==> config.mk <==
export PLATFORM = sky130hd
export DESIGN_NAME = tcw_front
export DESIGN_NICKNAME = d
export VERILOG_FILES = /design/src/rtl/tcw_pkg.sv /design/src/rtl/tcw_front.sv
export SDC_FILE = /design/constraint.sdc
export NUM_CORES = 1
export LEC_CHECK = 0
export ABC_AREA = 1
export BUFFER_PORTS_ARGS = -buffer_cell sky130_fd_sc_hd__clkbuf_2
export CAP_MARGIN = 10
export CORE_MARGIN = 2
export CORE_UTILIZATION = 50
export CTS_CLUSTER_DIAMETER = 200
export DETAILED_ROUTE_END_ITERATION = 10
export PLACE_DENSITY = 0.9
export SETUP_SLACK_MARGIN = 0.05
export SKIP_CTS_REPAIR_TIMING = 1
export SKIP_LAST_GASP = 1
export SLEW_MARGIN = 15
export SYNTH_ARGS = -nofsm -noshare
export SYNTH_HDL_FRONTEND = slang
export SYNTH_SLANG_ARGS = --single-unit
==> constraint.sdc <==
create_clock -name clk_i -period 2.7 [get_ports clk_i]
set_input_delay 0.405 -clock clk_i [delete_from_list [all_inputs] [get_ports clk_i]]
set_output_delay 0.405 -clock clk_i [all_outputs]
set_load 0.01 [all_outputs]
==> src/rtl/tcw_pkg.sv <==
// Shared types, constants and helpers for the text console writer.
// No dependencies; every other module imports it.
package tcw_pkg;

  localparam int unsigned COLUMNS = 80;
  localparam int unsigned ROWS    = 25;
  localparam int unsigned CELLS   = COLUMNS * ROWS;

  localparam int unsigned COL_W  = $clog2(COLUMNS);
  localparam int unsigned ROW_W  = $clog2(ROWS);
  localparam int unsigned ADDR_W = $clog2(CELLS);

  localparam int unsigned POS_W  = 11;
  localparam int unsigned CHAR_W = 8;
  localparam int unsigned ATTR_W = 8;
  localparam int unsigned IDX_W  = 11;
  localparam int unsigned TERM_W = 2;

  localparam int unsigned IN_FIELDS_W  = CHAR_W + IDX_W;
  localparam int unsigned IN_DATA_W    = ((IN_FIELDS_W + 7) / 8) * 8;
  localparam int unsigned IN_USER_W    = 2;
  localparam int unsigned OUT_FIELDS_W = POS_W + CHAR_W + ATTR_W;
  localparam int unsigned OUT_DATA_W   = ((OUT_FIELDS_W + 7) / 8) * 8;

  localparam int unsigned CFG_IDX_W  = 2;
  localparam int unsigned CFG_DATA_W = 2;

  localparam logic [CHAR_W-1:0] CH_BACKSPACE = 8'h08;
  localparam logic [CHAR_W-1:0] CH_NEWLINE   = 8'h0A;
  localparam logic [CHAR_W-1:0] CH_RETURN    = 8'h0D;
  localparam logic [CHAR_W-1:0] CH_SPACE     = 8'h20;
  localparam logic [CHAR_W-1:0] CH_PROMPT_A  = 8'h3E;
  localparam logic [CHAR_W-1:0] CH_PROMPT_B  = 8'h3F;

  localparam logic [ATTR_W-1:0] ATTR_RED    = 8'h04;
  localparam logic [ATTR_W-1:0] ATTR_YELLOW = 8'h0E;
  localparam logic [ATTR_W-1:0] ATTR_GREEN  = 8'h0A;
  localparam logic [ATTR_W-1:0] ATTR_AQUA   = 8'h0B;
  localparam logic [ATTR_W-1:0] ATTR_WHITE  = 8'h0F;

  typedef enum logic [CFG_IDX_W-1:0] {
    CFG_TERMINAL_ID    = 2'd0,
    CFG_COLOR_OVERRIDE = 2'd1,
    CFG_CLEAR_PENDING  = 2'd2
  } cfg_reg_e;

  typedef enum logic {
    CMD_PUT  = 1'b0,
    CMD_READ = 1'b1
  } cmd_e;

  typedef enum logic [1:0] {
    OP_PUT,
    OP_BACKSPACE,
    OP_NEWLINE,
    OP_READ
  } op_kind_e;

  typedef enum logic [2:0] {
    ST_CLEAR,
    ST_IDLE,
    ST_PRIME,
    ST_SCROLL,
    ST_BACK,
    ST_READ
  } eng_state_e;

  typedef struct packed {
    op_kind_e            kind;
    logic [CHAR_W-1:0]   char_code;
    logic                kernel_output;
    logic [IDX_W-1:0]    cell_index;
  } op_t;

  typedef struct packed {
    logic clearing;
  } eng_status_t;

  typedef struct packed {
    logic [ATTR_W-1:0] read_attr;
    logic [CHAR_W-1:0] read_char;
    logic [POS_W-1:0]  cursor_position;
  } result_t;

  function automatic logic [ATTR_W-1:0] term_colour(input logic [TERM_W-1:0] term);
    logic [ATTR_W-1:0] colour;
    unique case (term)
      2'd1:    colour = ATTR_YELLOW;
      2'd2:    colour = ATTR_GREEN;
      2'd3:    colour = ATTR_AQUA;
      default: colour = ATTR_WHITE;
    endcase
    return colour;
  endfunction

  function automatic logic [ADDR_W-1:0] lin_pos(input logic [ROW_W-1:0] row,
                                                input logic [COL_W-1:0] col);
    return ADDR_W'(32'(row) * COLUMNS + 32'(col));
  endfunction

endpackage

==> src/rtl/tcw_front.sv <==
// Front end: accepts stream items, sorts them into operation kinds and
// buffers them in a two-entry queue. Depends on tcw_pkg.
module tcw_front (
  input  logic                          clk_i,
  input  logic                          rst_ni,
  input  logic                          s_axis_tvalid,
  output logic                          s_axis_tready,
  input  logic [tcw_pkg::IN_DATA_W-1:0] s_axis_tdata,
  input  logic [tcw_pkg::IN_USER_W-1:0] s_axis_tuser,
  input  tcw_pkg::eng_status_t          status_i,
  output logic                          op_valid_o,
  output tcw_pkg::op_t                  op_o,
  input  logic                          op_pop_i
);
  import tcw_pkg::*;

  op_t        entry_q [2];
  logic       wr_ptr_q, wr_ptr_d;
  logic       rd_ptr_q, rd_ptr_d;
  logic [1:0] count_q, count_d;
  op_t        op_new;
  logic       push;

  // Sort the incoming item.
  always_comb begin
    op_new.char_code     = s_axis_tdata[CHAR_W-1:0];
    op_new.cell_index    = s_axis_tdata[CHAR_W +: IDX_W];
    op_new.kernel_output = s_axis_tuser[1];
    if (cmd_e'(s_axis_tuser[0]) == CMD_READ) begin
      op_new.kind = OP_READ;
    end else begin
      case (op_new.char_code) inside
        CH_BACKSPACE:          op_new.kind = OP_BACKSPACE;
        CH_NEWLINE, CH_RETURN: op_new.kind = OP_NEWLINE;
        default:               op_new.kind = OP_PUT;
      endcase
    end
  end

  // Hold off the source while full or while the store is being cleared.
  assign s_axis_tready = (count_q != 2'd2) && !status_i.clearing;
  assign push          = s_axis_tvalid && s_axis_tready;
  assign op_valid_o    = (count_q != 2'd0);
  assign op_o          = entry_q[rd_ptr_q];

  always_comb begin
    wr_ptr_d = wr_ptr_q;
    rd_ptr_d = rd_ptr_q;
    count_d  = count_q;
    if (push) begin
      wr_ptr_d = !wr_ptr_q;
    end
    if (op_pop_i) begin
      rd_ptr_d = !rd_ptr_q;
    end
    if (push && !op_pop_i) begin
      count_d = count_q + 2'd1;
    end else if (!push && op_pop_i) begin
      count_d = count_q - 2'd1;
    end
  end

  always_ff @(posedge clk_i or negedge rst_ni) begin
    if (!rst_ni) begin
      wr_ptr_q <= 1'b0;
      rd_ptr_q <= 1'b0;
      count_q  <= 2'd0;
    end else begin
      wr_ptr_q <= wr_ptr_d;
      rd_ptr_q <= rd_ptr_d;
      count_q  <= count_d;
    end
  end

  always_ff @(posedge clk_i) begin
    if (push) begin
      entry_q[wr_ptr_q] <= op_new;
    end
  end

endmodule

# Yosys cells after proc, flatten, opt, wreduce, memory -nomap -nowiden
# Memories as Yosys holds them, arrays and structs flattened.
# Index checks and enable logic that the tools add are counted.
[word_totals] regBits=4 ramBits=44 in_bits=31 n_memories=1
[classes] add_sub_neg=2 n_eq_ne=4 mux=7 reduce_logical=12
[mem_list] memory="entry_q" words=2 word_bits=22 rd=1 rd_ports_with_merged_regs=0 write_ports=1 line_no="tcw_front.sv:17" text="op_t entry_q [2];"
[ops] cell="$eq A8 B4 Y1 const B" count=3
[ops] cell="$mux W2" count=5
[ops] cell="$logic_not A1 Y1" count=5
[ops] cell="$logic_and A1 B1 Y1" count=4
[ops] cell="$reduce_bool A2 Y1" count=2
[ops] cell="$add A2 B1 Y2 const B" count=1
[ops] cell="$mux W1" count=2
[ops] cell="$ne A2 B2 Y1 const B" count=1
[ops] cell="$reduce_or A2 Y1" count=1
[ops] cell="$sub A2 B1 Y2 const B" count=1

# Depth between registers and ports, before layout
# Gate-level depths: netlist (run 1).
[depth] depth_word=7 ltp_mapped=10 mapped_depth_nobuf=10

# Worst setup path before layout (run 1)
# OpenSTA, ideal clock, no wires.
[synth_timing] path_kind="reg-to-reg" start="register count_q[0]" end="memory entry_q[1][0] (netlist bit) (enable)" setup_ns=0.401 arrival_time_ns=1.710 required_ns=2.299 path_slack_ns=0.589 stages_incl_launch_ff=5 cell_sequence="dfrtp_1 > inv_1 > a21oi_2 > nand2_1 > nor2_1"
[synth_via] elab_chain_cells=5
[synth_lines] item="start: declaration" line_no="tcw_front.sv:20" text="logic [1:0] count_q, count_d;"
[synth_lines] item="start signal: assignment" line_no="tcw_front.sv:71" text="count_q <= count_d;"
[synth_lines] item="$ne A2 B2 Y1" line_no="tcw_front.sv:41" text="assign s_axis_tready = (count_q != 2'd2) && !status_i.clearing;"
[synth_lines] item="$logic_and A1 B1 Y1" line_no="tcw_front.sv:41"
[synth_lines] item="via s_axis_tready" line_no="tcw_front.sv:7" text="output logic s_axis_tready,"
[synth_lines] item="$logic_and A1 B1 Y1" line_no="tcw_front.sv:42" text="assign push = s_axis_tvalid && s_axis_tready;"
[synth_lines] item="$mux W1" line_no="tcw_front.sv:76" text="if (push) begin"
[synth_lines] item="$mux W1 (not written as such)" line_no="tcw_front.sv:77" text="entry_q[wr_ptr_q] <= op_new;"
[synth_lines] item="end: declaration" line_no="tcw_front.sv:17"
# The timed path passes the listed nets, and every way through them passes these cells.

==> impl_results.md, run 1 <==
* DP HPWL at 2300 um
* GRT Overall Usage at 0.153
* Final period util at 0.796
* CTS buffer count at 5
* Die height at 65.3 um
* Clk slew on worst S/H paths at 0.09 ns
* Row count at 22
* Max Slew Vio Count at 0
* Maxcap violations at 0
* Layout cell share with drive strength beyond 1 at 0.488
* First-pass GRT wire length at 4690 um
* WS Path Type: reg2out
* Root Driver: clkbuf_8
* Status: finished, final reports clean
* Worst Setup End Kind: primary output
* Place WS at 0.882 ns
* Number of synthesized flops with an enable pin at 44
* Least-Margin Pin Slew at 0.489 ns
* Worst Path Required at 2.30 ns
* Power Total at 0.00208 W
* CP Launch Type: flip-flop
* GP Congestion at 0.776
* Worst-Skew Late Latency at 0.29 ns
* Die X at 65.3 um
* Cell variety after synth at 15
* Synthesized area per cell at 16.6 um^2
* Worst path arrival time at 1.74 ns
* Synth warnings at 0
* Post-DR vias/cell at 4.89
* Reg2Reg Depth at 5
* Ant diodes at 0
* Fraction of registers with async set/reset at 0.0833
* Hold crit path type: in2reg
* Largest net degree at the start of global routing at 19
* Via count at 1075
* FF/Latch Area at 0.00142 mm^2
* Mapped Area at 0.00188 mm^2
* Final Hold Viols at 0
* Syn Nets at 145
* R2R Setup Slk at 1.06 ns
* CP max stage cell: dfrtp_1
* Worst Hold Slack at 0.296 ns
* Placed Instances at 211
* Vias in the first global route at 1071
* CTS H-Tree Depth at 2
* RR Endpoint: entry_q[1][10]
* Crit path from: rd_ptr_q
* IO buf count at 49
* Clock Sinks at 48
* Fin Setup TNS at 0 ns
* Share of the synthesized area in the top cell type at 0.703
* Critical register-to-register path startpoint: count_q[0]
* Nets at 203
* Post-route minimum period at 2.15 ns
* Synth-to-Final Area Change at 23.0%
* Core footprint at 0.00363 mm^2
* Clk buf depth at 2
* Multi-input gate area at 398 um^2
* WL final at 3100 um
* Cell taking the most area after synthesis: edfxtp_1
* Final setup viols at 0
* Synth Register Bits at 48
* Setup crit end: op_o[21]
* Leakage at 0.950 nW
* Final Non-Filler Cells at 220
* Wire per inst at 14.1 um
* CP cell instances: buf_4 > mux2_2 > clkbuf_2
* Routed Antenna Nets at 0
* Io pins at 55
* Worst clock skew at 0.00379 ns
* Final worst setup slack at 0.552 ns
* DRC at 0
* Synth Flop Type: edfxtp_1
* RSZ-0062 raised after global routing: false
* Crit-path max FO at 13
* Top post-synthesis cells by area: edfxtp_1, mux2_2, dfrtp_1, nand2_1, inv_1
* Peak supply drop at 0.000407 V
* Layout fillers at 289
* Grt ovf at 0
* TritonRoute pass-1 iters at 4
* Die ar. at 0.00427 mm^2
* Initial core utilization at 0.518
* PwrDens at 901 mW/mm^2
* Initial antenna violation count at 0
* Max stage delay on crit path at 0.65 ns
* Max Fclk at 465 MHz
* Cells after Synth at 113
* TritonCTS clock tree: done
* Slew HR at 0.674
* Iter 0 DRT Violations at 50
* Register area share after synthesis at 0.756
[critical path, delay by kind of cell (launching register included)]
| kind | cells | cell delay, ns |
|---|---|---|
| flops | 1 | 0.65 |
| mux | 1 | 0.36 |
| buf+inv | 2 | 0.43 |
[report_power, final]
group	internal, W	switching [W]	total, W
clock network	0.000279	0.000232	0.000510
registers	0.000932	0.0000695	0.00100
logic	0.000282	0.000291	0.000573
total	0.00149	0.000592	0.00208
[synthesized netlist by cell type, types with 2 or more instances]
| cell type | instances |
|---|---|
| buf_6 | 2 |
| dfrtp_1 | 4 |
| edfxtp_1 | 44 |
| inv_1 | 11 |
| mux2_2 | 22 |
| nand2_1 | 14 |
| nand3_1 | 2 |
| nand4_1 | 2 |
| nor2_1 | 6 |
[how the worst min path moves through the flow]
stage | cells after the start | slack (ns) | from | end
after global routing | 1 | 0.28 | s_axis_tdata[16] | entry_q[1][8]
final | 1 | 0.30 | s_axis_tdata[16] | entry_q[1][8]
after global placement | 1 | 0.21 | rst_ni | rd_ptr_q
after detailed placement | 1 | 0.22 | rst_ni | count_q[0]
after CTS | 1 | -0.10 | rst_ni | count_q[0]
after floorplan | 0 | 0.11 | rst_ni | count_q[0]
[routing by layer]
layer	vias up	GRT usage	wire, um	share of wire
met4	0	0.0703	27	0.0087
met3	2	0.0394	179	0.058
met2	36	0.288	1670	0.54
li1	521	-	-	-
met5	-	0	0	0
met1	516	0.158	1220	0.39
[cells in the final DEF, fill, tap and decap left out, types with 2 or more instances in the layout]
cell type  count
clkbuf_8       5
edfxtp_1      44
inv_1         11
dfrtp_1        4
nor2_1         5
clkbuf_2      49
nand4_1        2
mux2_2        22
nand2_1       14
nand3_1        2
buf_4          3
[metrics by stage]
step / utilization / cell area (um^2)
CTS: 0.634 / 2300
global route: 0.637 / 2310
finish: 0.637 / 2310
floorplan: - / 1880
detailed placement: 0.602 / 2190
global placement: 0.602 / 2190
[registers in the layout (all words and copies together), names as in the netlist]
register / flops
wr_ptr_q: 1
entry_q: 44
count_q: 2
rd_ptr_q: 1
[cells by family (layout without fill, tap and decap cells)]
| group | after synthesis | count (layout) | synth area share |
|---|---|---|---|
| adders and majority gates | 1 | 1 | 0.00665 |
| DFF | 48 | 48 | 0.756 |
| xor gates and xnor gates | 2 | 2 | 0.00932 |
| and+or+nand+nor | 25 | 25 | 0.0552 |
| buffers and inverters | 13 | 72 | 0.0339 |
| AOI/OAI and AO/OA | 2 | 2 | 0.00732 |
| muxes | 22 | 22 | 0.132 |
[area by class of cell]
| cell class | instances | share of cell area |
|---|---|---|
| clock inverter | 3 | 0.0200 |
| tap | 48 | 0.0260 |
| multi-input combinational | 52 | 0.172 |
| clock buffer | 5 | 0.0297 |
| sequential | 48 | 0.614 |
| timing repair buffer | 53 | 0.120 |
| inverter | 11 | 0.0178 |
Power figures use the tool's default switching activity.
==> run 2, diff against run 1 <==
- CORE_UTILIZATION: 50 -> 45
- PLACE_DENSITY: 0.9 -> 0.86
- clock period: 2.7 -> 1.9 ns (I/O delays scaled with it)
==> impl_results.md, run 2 (synthesized netlist as in run 1, its figures left out) <==
* Row count at 23
* Worst Hold Slack at 0.173 ns
* Routed Antenna Nets at 0
* Wire per inst at 13.9 um
* CP max stage cell: mux2_2
* Reg with most FFs: entry_q
* Post-DR vias/cell at 4.84
* Least-Margin Pin Slew at 0.197 ns
* Die X at 68.6 um
* Worst Setup End Kind: primary output
* Clock Sinks at 48
* Final Hold Viols at 0
* GP Congestion at 0.691
* Vias in the first global route at 1090
* Io pins at 55
* Commonest non-fill, non-tap cells in the layout: clkbuf_2, edfxtp_1, mux2_2
* TritonCTS clock tree: done
* Worst clock skew at 0.00152 ns
* WS Path Type: reg2out
* Largest net degree at the start of global routing at 16
* Crit-path max FO at 15
* Root Driver: clkbuf_8
* Slew HR at 0.869
* Peak supply drop at 0.000531 V
* Crit path buffers/inverters at 2
* Hold crit path type: in2reg
* Max Fclk at 602 MHz
* DP HPWL at 2250 um
* Grt ovf at 0
* Final Non-Filler Cells at 225
* CP Launch Type: flip-flop
* Worst-Skew Late Latency at 0.29 ns
* Iter 0 DRT Violations at 84
* TritonRoute pass-1 iters at 4
* Worst path arrival time at 1.37 ns
* CTS H-Tree Depth at 2
* Commonest non-fill, non-tap cell in the layout: clkbuf_2
* DRC at 0
* Core footprint at 0.00400 mm^2
* Ant diodes at 0
* Power Total at 0.00284 W
* Die height at 68.6 um
* GRT Overall Usage at 0.145
* Top flop regs: entry_q (44), count_q (2)
* PwrDens at 1230 mW/mm^2
* Leakage at 0.949 nW
* Post-route minimum period at 1.66 ns
* WL final at 3130 um
* Max stage delay on crit path at 0.36 ns
* CTS buffer count at 5
* Worst Path Required at 1.62 ns
* IO buf count at 49
* Placed Instances at 216
* Max Slew Vio Count at 0
* CP cell instances: buf_4 > mux2_2 > clkbuf_2
* Nets at 206
* Fin Setup TNS at 0 ns
* Clk slew on worst S/H paths at 0.08 ns
* First-pass GRT wire length at 4670 um
* Final period util at 0.874
* Via count at 1088
* Initial core utilization at 0.470
* Status: finished, final reports clean
* Layout cell share with drive strength beyond 1 at 0.491
* CP delay by family, top: buffers and inverters
* Die ar. at 0.00471 mm^2
* Synth-to-Final Area Change at 22.9%
* Final setup viols at 0
* Initial antenna violation count at 0
* Clk buf depth at 2
* Maxcap violations at 0
* Max reg flops at 44
* RSZ-0062 raised after global routing: false
## run 2: cell count changes in the layout (fill, tap and decap cells not counted), sizes merged
cell / change
clkinvlp: +1
clkinv: +1
inv: -1
buf: +3
bufinv: -1
## run 2: stage by stage
stage                     worst slack [ns]   util  area [um^2]
after floorplan                      0.140      -         1880
after global placement               0.507  0.553         2210
after detailed placement             0.471  0.553         2210
after CTS                            0.219  0.575         2300
after global routing                 0.158  0.578         2310
final                                0.240  0.578         2310
## run 2: final cells by class
type / count / area (um^2)
timing repair buffer: 56 / 300
inverter: 11 / 41.3
multi-input combinational: 52 / 398
tap: 50 / 62.6
clock buffer: 5 / 68.8
sequential: 48 / 1420
clock inverter: 3 / 18.8
fill: 328 / 1690
## run 2: final timing paths
kind | start | slack [ns] | cells past startpoint | endpoint
worst max-delay path | rd_ptr_q | 0.24 | 3 | op_o[20]
worst min-delay path | s_axis_tdata[8] | 0.17 | 1 | entry_q[0][0]
worst max register to register | count_q[0] | 0.46 | 9 | count_q[1]
worst min register to register | wr_ptr_q | 0.49 | 2 | wr_ptr_q
max in group asynchronous | rst_ni | 1.43 | 2 | rd_ptr_q
min in group asynchronous | rst_ni | 0.35 | 2 | count_q[0]
## run 2: metal layers
metal,GRT usage,share of wire
met1,0.159,0.38
met2,0.251,0.53
met3,0.0519,0.071
met4,0.0675,0.011
met5,0,0
## run 2: worst register-to-register path, cell delays in order (launching register included)
cell and delay, ns:
dfrtp_1 0.39, inv_1 0.09, a21oi_2 0.16, nand2_1 0.12, inv_1 0.08, ha_1 0.24, inv_1 0.08, nand3_1 0.07
nand2_1 0.06, nand2_1 0.04
## run 2: power breakdown
group | switching [W] | leakage [nW] | internal, W | total (W)
clock | 0.000328 | 0.0378 | 0.000254 | 0.000582
sequential | 0.0000489 | 0.450 | 0.00132 | 0.00137
combinational | 0.000459 | 0.461 | 0.000424 | 0.000883
total | 0.000836 | 0.949 | 0.00200 | 0.00284
